[src/sv/drf_pkg.sv]
`default_nettype none

package drf_pkg;

   localparam int unsigned ADDR_W                = 64;
   localparam int unsigned ID_W                  = 32;
   localparam int unsigned TIME_W                = 64;
   localparam int unsigned LIFETIME_W            = 20;
   localparam logic [LIFETIME_W-1:0] LIFETIME_RESET = 20'd30000;
   localparam int unsigned TABLE_ENTRIES_DEFAULT = 5;

   typedef struct packed {
      logic [ADDR_W-1:0] originator_addr;
      logic [ID_W-1:0]   request_id;
      logic [TIME_W-1:0] now_ms;
   } item_type;

   // handshake between the input stage, the table and the result stage
   typedef struct packed {
      logic item_valid;
      logic out_free;
   } flow_type;

endpackage

`default_nettype wire

[src/sv/drf_if.sv]
`default_nettype none

interface drf_req_if;
   logic                          valid;
   logic                          ready;
   logic [drf_pkg::ADDR_W-1:0]    originator_addr;
   logic [drf_pkg::ID_W-1:0]      request_id;
   logic [drf_pkg::TIME_W-1:0]    now_ms;

   modport source (output valid, originator_addr, request_id, now_ms, input ready);
   modport sink   (input valid, originator_addr, request_id, now_ms, output ready);
endinterface

interface drf_rsp_if;
   logic valid;
   logic ready;
   logic seen_before;

   modport source (output valid, seen_before, input ready);
   modport sink   (input valid, seen_before, output ready);
endinterface

interface drf_csr_if;
   logic                              valid;
   logic                              ready;
   logic [drf_pkg::LIFETIME_W-1:0]    lifetime_ms;

   modport source (output valid, lifetime_ms, input ready);
   modport sink   (input valid, lifetime_ms, output ready);
endinterface

`default_nettype wire

[src/sv/drf_in_stage.sv]
`default_nettype none

module drf_in_stage (
   input  wire logic              clock,
   input  wire logic              reset,
   input  wire logic              req_valid,
   output logic                   req_ready,
   input  wire drf_pkg::item_type req_item,
   input  wire logic              advance,
   output logic                   item_valid,
   output drf_pkg::item_type      item
);

   logic              vld_ff, vld_in;
   drf_pkg::item_type item_ff, item_in;
   logic              take;

   assign req_ready = ~reset & (~vld_ff | advance);
   assign take      = req_valid & req_ready;

   always_comb begin
      vld_in  = vld_ff;
      item_in = item_ff;
      if (take) begin
         vld_in  = 1'b1;
         item_in = req_item;
      end else if (advance) begin
         vld_in = 1'b0;
      end
   end

   always_ff @(posedge clock) begin
      if (reset) begin
         vld_ff <= 1'b0;
      end else begin
         vld_ff <= vld_in;
      end
      item_ff <= item_in;
   end

   assign item_valid = vld_ff;
   assign item       = item_ff;

endmodule

`default_nettype wire

[src/sv/drf_table.sv]
`default_nettype none

module drf_table #(
   parameter int unsigned TABLE_ENTRIES = drf_pkg::TABLE_ENTRIES_DEFAULT
) (
   input  wire logic                           clock,
   input  wire logic                           reset,
   input  wire logic                           update,
   input  wire drf_pkg::item_type              item,
   input  wire logic [drf_pkg::LIFETIME_W-1:0] lifetime_ms,
   output logic                                seen_before
);

   logic [TABLE_ENTRIES-1:0]        valid_ff, valid_in;
   logic [drf_pkg::ADDR_W-1:0]      addr_ff [TABLE_ENTRIES];
   logic [drf_pkg::ID_W-1:0]        id_ff   [TABLE_ENTRIES];
   logic [drf_pkg::TIME_W-1:0]      time_ff [TABLE_ENTRIES];

   logic [drf_pkg::TIME_W-1:0]      age   [TABLE_ENTRIES];
   logic [TABLE_ENTRIES-1:0]        live, hit, free, slot;

   always_comb begin
      for (int k = 0; k < TABLE_ENTRIES; k++) begin
         age[k]  = item.now_ms - time_ff[k];
         // kept while age <= lifetime
         live[k] = valid_ff[k]
                   & (age[k][drf_pkg::TIME_W-1:drf_pkg::LIFETIME_W] == '0)
                   & (age[k][drf_pkg::LIFETIME_W-1:0] <= lifetime_ms);
         hit[k]  = live[k] & (addr_ff[k] == item.originator_addr)
                   & (id_ff[k] == item.request_id);
      end
   end

   assign seen_before = |hit;
   assign free        = ~live;
   assign slot        = free & (~free + TABLE_ENTRIES'(1));

   always_comb begin
      valid_in = valid_ff;
      if (update) begin
         valid_in = seen_before ? live : (live | slot);
      end
   end

   always_ff @(posedge clock) begin
      if (reset) begin
         valid_ff <= '0;
      end else begin
         valid_ff <= valid_in;
      end
      for (int k = 0; k < TABLE_ENTRIES; k++) begin
         if (update & ~seen_before & slot[k]) begin
            addr_ff[k] <= item.originator_addr;
            id_ff[k]   <= item.request_id;
            time_ff[k] <= item.now_ms;
         end
      end
   end

endmodule

`default_nettype wire

[src/sv/drf_out_stage.sv]
`default_nettype none

module drf_out_stage (
   input  wire logic clock,
   input  wire logic reset,
   input  wire logic load,
   input  wire logic seen_in,
   input  wire logic rsp_ready,
   output logic      rsp_valid,
   output logic      rsp_seen,
   output logic      out_free
);

   logic vld_ff, vld_in;
   logic seen_ff, seen_ff_in;

   assign out_free = ~vld_ff | rsp_ready;

   always_comb begin
      vld_in     = vld_ff;
      seen_ff_in = seen_ff;
      if (load) begin
         vld_in     = 1'b1;
         seen_ff_in = seen_in;
      end else if (rsp_ready) begin
         vld_in = 1'b0;
      end
   end

   always_ff @(posedge clock) begin
      if (reset) begin
         vld_ff <= 1'b0;
      end else begin
         vld_ff <= vld_in;
      end
      seen_ff <= seen_ff_in;
   end

   assign rsp_valid = vld_ff;
   assign rsp_seen  = seen_ff;

endmodule

`default_nettype wire

[src/sv/duplicate_request_filter_unit.sv]
// A taken request waits in the input register, then passes the table lookup
// into the result register. Throughput: one request per cycle while results
// are taken, set by the combinational table lookup and update in between.
// Reset (synchronous): table all invalid, lifetime_ms back to 30000,
// both stages empty; no transfers are taken while reset is high.
`default_nettype none

module duplicate_request_filter_unit #(
   parameter int unsigned TABLE_ENTRIES = drf_pkg::TABLE_ENTRIES_DEFAULT
) (
   input  wire logic clock,
   input  wire logic reset,
   drf_req_if.sink   req_chan,
   drf_rsp_if.source rsp_chan,
   drf_csr_if.sink   csr_chan
);

   logic [drf_pkg::LIFETIME_W-1:0] lifetime_ff, lifetime_in;
   drf_pkg::item_type              req_item, item;
   drf_pkg::flow_type              flow;
   logic                           advance;
   logic                           seen;

   assign csr_chan.ready = ~reset;
   assign lifetime_in    = (csr_chan.valid & csr_chan.ready) ? csr_chan.lifetime_ms
                                                             : lifetime_ff;

   always_ff @(posedge clock) begin
      if (reset) begin
         lifetime_ff <= drf_pkg::LIFETIME_RESET;
      end else begin
         lifetime_ff <= lifetime_in;
      end
   end

   assign req_item.originator_addr = req_chan.originator_addr;
   assign req_item.request_id      = req_chan.request_id;
   assign req_item.now_ms          = req_chan.now_ms;

   assign advance = flow.item_valid & flow.out_free;

   drf_in_stage u_in (
      .clock      (clock),
      .reset      (reset),
      .req_valid  (req_chan.valid),
      .req_ready  (req_chan.ready),
      .req_item   (req_item),
      .advance    (advance),
      .item_valid (flow.item_valid),
      .item       (item)
   );

   drf_table #(
      .TABLE_ENTRIES (TABLE_ENTRIES)
   ) u_table (
      .clock       (clock),
      .reset       (reset),
      .update      (advance),
      .item        (item),
      .lifetime_ms (lifetime_ff),
      .seen_before (seen)
   );

   drf_out_stage u_out (
      .clock     (clock),
      .reset     (reset),
      .load      (advance),
      .seen_in   (seen),
      .rsp_ready (rsp_chan.ready),
      .rsp_valid (rsp_chan.valid),
      .rsp_seen  (rsp_chan.seen_before),
      .out_free  (flow.out_free)
   );

endmodule

`default_nettype wire

[src/flat_wrapper.sv]
// flat-port wrapper written by rule: the top's interface ports become plain ports
module duplicate_request_filter_unit_flat 
#(
   parameter int unsigned TABLE_ENTRIES = drf_pkg::TABLE_ENTRIES_DEFAULT
)
  (clock, reset, req_chan_valid, req_chan_originator_addr, req_chan_request_id, req_chan_now_ms, req_chan_ready, rsp_chan_valid, rsp_chan_seen_before, rsp_chan_ready, csr_chan_valid, csr_chan_lifetime_ms, csr_chan_ready);
  drf_req_if req_chan_i ();
  drf_rsp_if rsp_chan_i ();
  drf_csr_if csr_chan_i ();
  input  wire logic clock;
  input  wire logic reset;
  input wire logic [$bits(req_chan_i.valid)-1:0] req_chan_valid;
  input wire logic [$bits(req_chan_i.originator_addr)-1:0] req_chan_originator_addr;
  input wire logic [$bits(req_chan_i.request_id)-1:0] req_chan_request_id;
  input wire logic [$bits(req_chan_i.now_ms)-1:0] req_chan_now_ms;
  output wire logic [$bits(req_chan_i.ready)-1:0] req_chan_ready;
  output wire logic [$bits(rsp_chan_i.valid)-1:0] rsp_chan_valid;
  output wire logic [$bits(rsp_chan_i.seen_before)-1:0] rsp_chan_seen_before;
  input wire logic [$bits(rsp_chan_i.ready)-1:0] rsp_chan_ready;
  input wire logic [$bits(csr_chan_i.valid)-1:0] csr_chan_valid;
  input wire logic [$bits(csr_chan_i.lifetime_ms)-1:0] csr_chan_lifetime_ms;
  output wire logic [$bits(csr_chan_i.ready)-1:0] csr_chan_ready;
  assign req_chan_i.valid = req_chan_valid;
  assign req_chan_i.originator_addr = req_chan_originator_addr;
  assign req_chan_i.request_id = req_chan_request_id;
  assign req_chan_i.now_ms = req_chan_now_ms;
  assign req_chan_ready = req_chan_i.ready;
  assign rsp_chan_valid = rsp_chan_i.valid;
  assign rsp_chan_seen_before = rsp_chan_i.seen_before;
  assign rsp_chan_i.ready = rsp_chan_ready;
  assign csr_chan_i.valid = csr_chan_valid;
  assign csr_chan_i.lifetime_ms = csr_chan_lifetime_ms;
  assign csr_chan_ready = csr_chan_i.ready;
  duplicate_request_filter_unit #(.TABLE_ENTRIES(TABLE_ENTRIES)) u_core (.clock(clock), .reset(reset), .req_chan(req_chan_i), .rsp_chan(rsp_chan_i), .csr_chan(csr_chan_i));
endmodule
[config.mk]
export PLATFORM = sky130hd
export DESIGN_NAME = duplicate_request_filter_unit_flat
export DESIGN_NICKNAME = d
export VERILOG_FILES = /design/src/sv/drf_pkg.sv /design/src/sv/drf_if.sv /design/src/sv/drf_in_stage.sv /design/src/sv/drf_table.sv /design/src/sv/drf_out_stage.sv /design/src/sv/duplicate_request_filter_unit.sv /design/src/flat_wrapper.sv
export SDC_FILE = /design/constraint.sdc
export NUM_CORES = 2
export LEC_CHECK = 0
export ABC_AREA = 1
export ABC_CLOCK_PERIOD_IN_PS = 15400
export BUFFER_PORTS_ARGS = -buffer_cell sky130_fd_sc_hd__buf_2
export CORE_UTILIZATION = 55
export CTS_BUF_LIST = sky130_fd_sc_hd__clkbuf_4 sky130_fd_sc_hd__clkbuf_8 sky130_fd_sc_hd__clkbuf_16
export CTS_CLUSTER_SIZE = 14
export DETAILED_ROUTE_END_ITERATION = 7
export HOLD_SLACK_MARGIN = 0.12
export MAX_ROUTING_LAYER = met4
export PLACE_DENSITY = 0.84
export RECOVER_POWER = 50
export SYNTH_ARGS = -nofsm -noshare
export SYNTH_HDL_FRONTEND = slang
export SYNTH_SLANG_ARGS = --single-unit
[constraint.sdc]
create_clock -name clock -period 15.4 [get_ports clock]
set_input_delay 1.54 -clock clock [delete_from_list [all_inputs] [get_ports clock]]
set_output_delay 1.54 -clock clock [all_outputs]
set_load 0.01 [all_outputs]
==> flow_summary_export.csv <==
group,metric,value,unit
job,cap_violations,9,
critical_path,crit_fanout,78,
cts,cts_sinks,988,
cells_and_area,finalCoreUtilization,60.70,%
floorplan,rows,130,
cts,cts_tree,"done",
routing,vias,64280,
cts,htree_levels,3,
placed_design,placed_area,73130,um2
timing,clock_skew,62.63,ps
routing,wl_per_cell,24.11,um
global_routing,grt_pass1_vias,62030,
critical_path,r2r-start,"u_core.u_in.item[22]$_DFFE_PP_",
critical_path,endpoint_kind,"flop",
cts,worstSkewPairLatency,740,ps
floorplan,start_util,55.50,%
cells_and_area,drive_gt1_share,6.116,%
timing,worst_slack,7562,ps
placed_design,portBuffers,188,
synth,ys.flop_type,"edfxtp_1",
timing,max_freq,127.6,MHz
global_routing,use_met2,70.60,%
global_routing,grt_usage,43.17,%
timing,drv_slew,98,
cts,postCtsSetupRepairBufs,0,
routing,first_pass_iters,6,
timing,relSlewSlack,-19.87,%
synth,ys_async_sr_fraction,0,%
synth,yosysWarnings,0,
placed_design,post-place-ws,8046,ps
timing,fin_crit_sh,50.90,%
synth,synth.distinct_cells,50,
outcome,violations,"capacitance limit, slew limit",
outcome,outcome,"finished, violations left",
floorplan,core_area,125900,um2
synth,synth_area_per_cell,7.525,um2
cts,path_clk_slew,60,ps
routing,totalWireLength,272700,um
cts,cts_buffers,102,
hold_path,min_from,"u_core.u_in.item_valid$_SDFFE_PP0P_",
floorplan,io-pin-count,189,
synth,synthCells,9285,
cells_and_area,syn_to_final_growth,9.369,%
critical_path,critPathArrivalTime,8180,ps
routing,via_per_inst,5.684,
routing,route.detailed.drc,0,
timing,period_minus_slack,7838,ps
timing,finalSetupTns,0,ps
floorplan,die_h,358.4,um
cts,root_buffer,"clkbuf_16",
global_routing,grt_pass1_wl,392800,um
pwr,p_per_area,86.78,nW/um2
global_routing,overflow,0,
hold_path,hold_path.class,"reg -> reg",
placed_design,hpwl,206700,um
global_routing,grt_max_degree,161,
cells_and_area,mostFrequentLayoutCell,"nand2_1",
global_routing,antenna_found_initial,13,
critical_path,cp.required,15740,ps
synth,synth_edf_count,961,
timing,worst_slew_pin_slew,1798,ps
synth,netlist_area,69870,um2
cells_and_area,final_cell_mix,"nand2_1 (2962), inv_1 (1837), edfxtp_1 (961)",
timing,timing_hold_violations_final,0,
critical_path,start_kind,"flop",
critical_path,worst-setup-path-type,"reg -> reg",
routing,ant_nets,0,
floorplan,fp.dieArea,128500,um2
critical_path,worstSetupStartpoint,"u_core.u_in.item[22]$_DFFE_PP_",
timing,hold_slack,497.7,ps
cts,holdBufCountCts,0,
synth,synth_nets,9890,
routing,drt_iter0_markers,6910,
global_routing,grt_util_met3,8.244,%
cells_and_area,fillers,11070,
timing,setup_viol,0,
cells_and_area,post-route-cell-area,76420,um2
placed_design,gp_congestion,1.093,
cts,post_cts_resized,0,
global_routing,grt_use_met1,47.17,%
cts,clock_path_buffers,3,
synth,synth_seq_area_share,42.07,%
pwr,peakVddDrop,145.2,uV
global_routing,grt-busiest-layer,"met2",
pwr,p_leak,36.84,nW
synth,synth_seq_cells,988,
floorplan,die_w,358.4,um
timing,rsz0062_at_grt,"false",
cells_and_area,nNetsFinal,10170,
## synthesized netlist by cell type, drive strengths merged, types with 12 or more instances
library cell | number | area share [%]
nand2 | 2983 | 16
inv | 1879 | 10
edfxtp | 961 | 41
nor2 | 899 | 5.1
nand3 | 455 | 3.3
ha | 415 | 7.4
a21oi | 353 | 2.5
xnor2 | 320 | 4.0
nand4 | 211 | 1.9
xor2 | 160 | 2.0
o21ai | 127 | 0.92
or2 | 92 | 0.82
nor3 | 81 | 0.68
clkbuf | 77 | 0.41
nand3b | 48 | 0.52
nor4 | 39 | 0.35
o21bai | 34 | 0.37
dfxtp | 27 | 0.77
a21o | 17 | 0.18
and2 | 16 | 0.14
a211oi | 13 | 0.14
o21a | 12 | 0.13
## stage by stage
step                      instances  total power [mW]
after CTS                     11300             6.602
after global routing          11310             6.797
after global placement        11110             3.987
after floorplan                9285             3.669
after detailed placement      11110             4.003
final                         11310             6.631
## kinds of logic after synthesis
family	count (synthesis)	share of synthesized area, %
simple gates	4846	29.19
buf+inv	1968	10.57
flops	988	42.07
compound gates	583	4.570
xor+xnor	480	6.017
fa+ha+maj	420	7.575
## final timing paths
kind	to	slack [ps]	depth (start not counted)
min reg2reg	u_core.u_out.rsp_valid$_SDFFE_PP0P_	500	2
max reg2reg	u_core.u_table.addr_ff[0][195]$_DFFE_PP_	7560	21
min	u_core.u_out.rsp_valid$_SDFFE_PP0P_	500	2
max	u_core.u_table.addr_ff[0][195]$_DFFE_PP_	7560	21
## registers in the layout, summed over array words and instances, names as in the netlist
name and cells:
u_core.u_in.item_valid 1, u_core.u_table.valid_ff 5, u_core.u_table.time_ff 320, u_core.u_out.rsp_valid 1, u_core.u_table.id_ff 160, u_core.u_in.item 160
u_core.lifetime_ff 20, u_core.u_out.rsp_seen 1, u_core.u_table.addr_ff 320
## per-layer routing
metal  routed length (um)  part of all wire [%]
met1                95640                    35
met2               129000                    47
met5                    0                     0
met4                23390                   8.6
met3                24640                   9.0
## critical path: stages, from the launching register on
cell	delay, ps
edfxtp_1	320
clkbuf_1	1280
ha_1	360
nand2_1	160
nor2_2	330
nand2_1	130
nor2_1	880
nand2_1	200
nand3_1	240
nand3_1	230
nand2_1	140
nand2_1	50
nand2_1	90
nand2_1	130
nor2_1	160
nand3_1	100
nor2_2	430
nand3_1	170
inv_1	90
nand3_1	120
nor2_4	730
buf_4	920
## cell type report
cell class | instances | area [um2] | share of cell area, %
well taps | 1650 | 2064 | 2.702
flip-flops and latches | 988 | 29400 | 38.47
diodes | 12 | 30.03 | 0.03930
inverters | 1887 | 7083 | 9.269
repair buffers | 253 | 1220 | 1.596
multi-input cells | 6329 | 33130 | 43.35
clock inverters | 67 | 767.0 | 1.004
clock buffers | 123 | 2728 | 3.569
## power breakdown
part / switching [mW] / internal, mW / total [mW]
sequential: 0.0672 / 2.99 / 3.06
clock: 1.17 / 1.48 / 2.65
combinational: 0.646 / 0.280 / 0.925
Power figures use the tool's default switching activity.
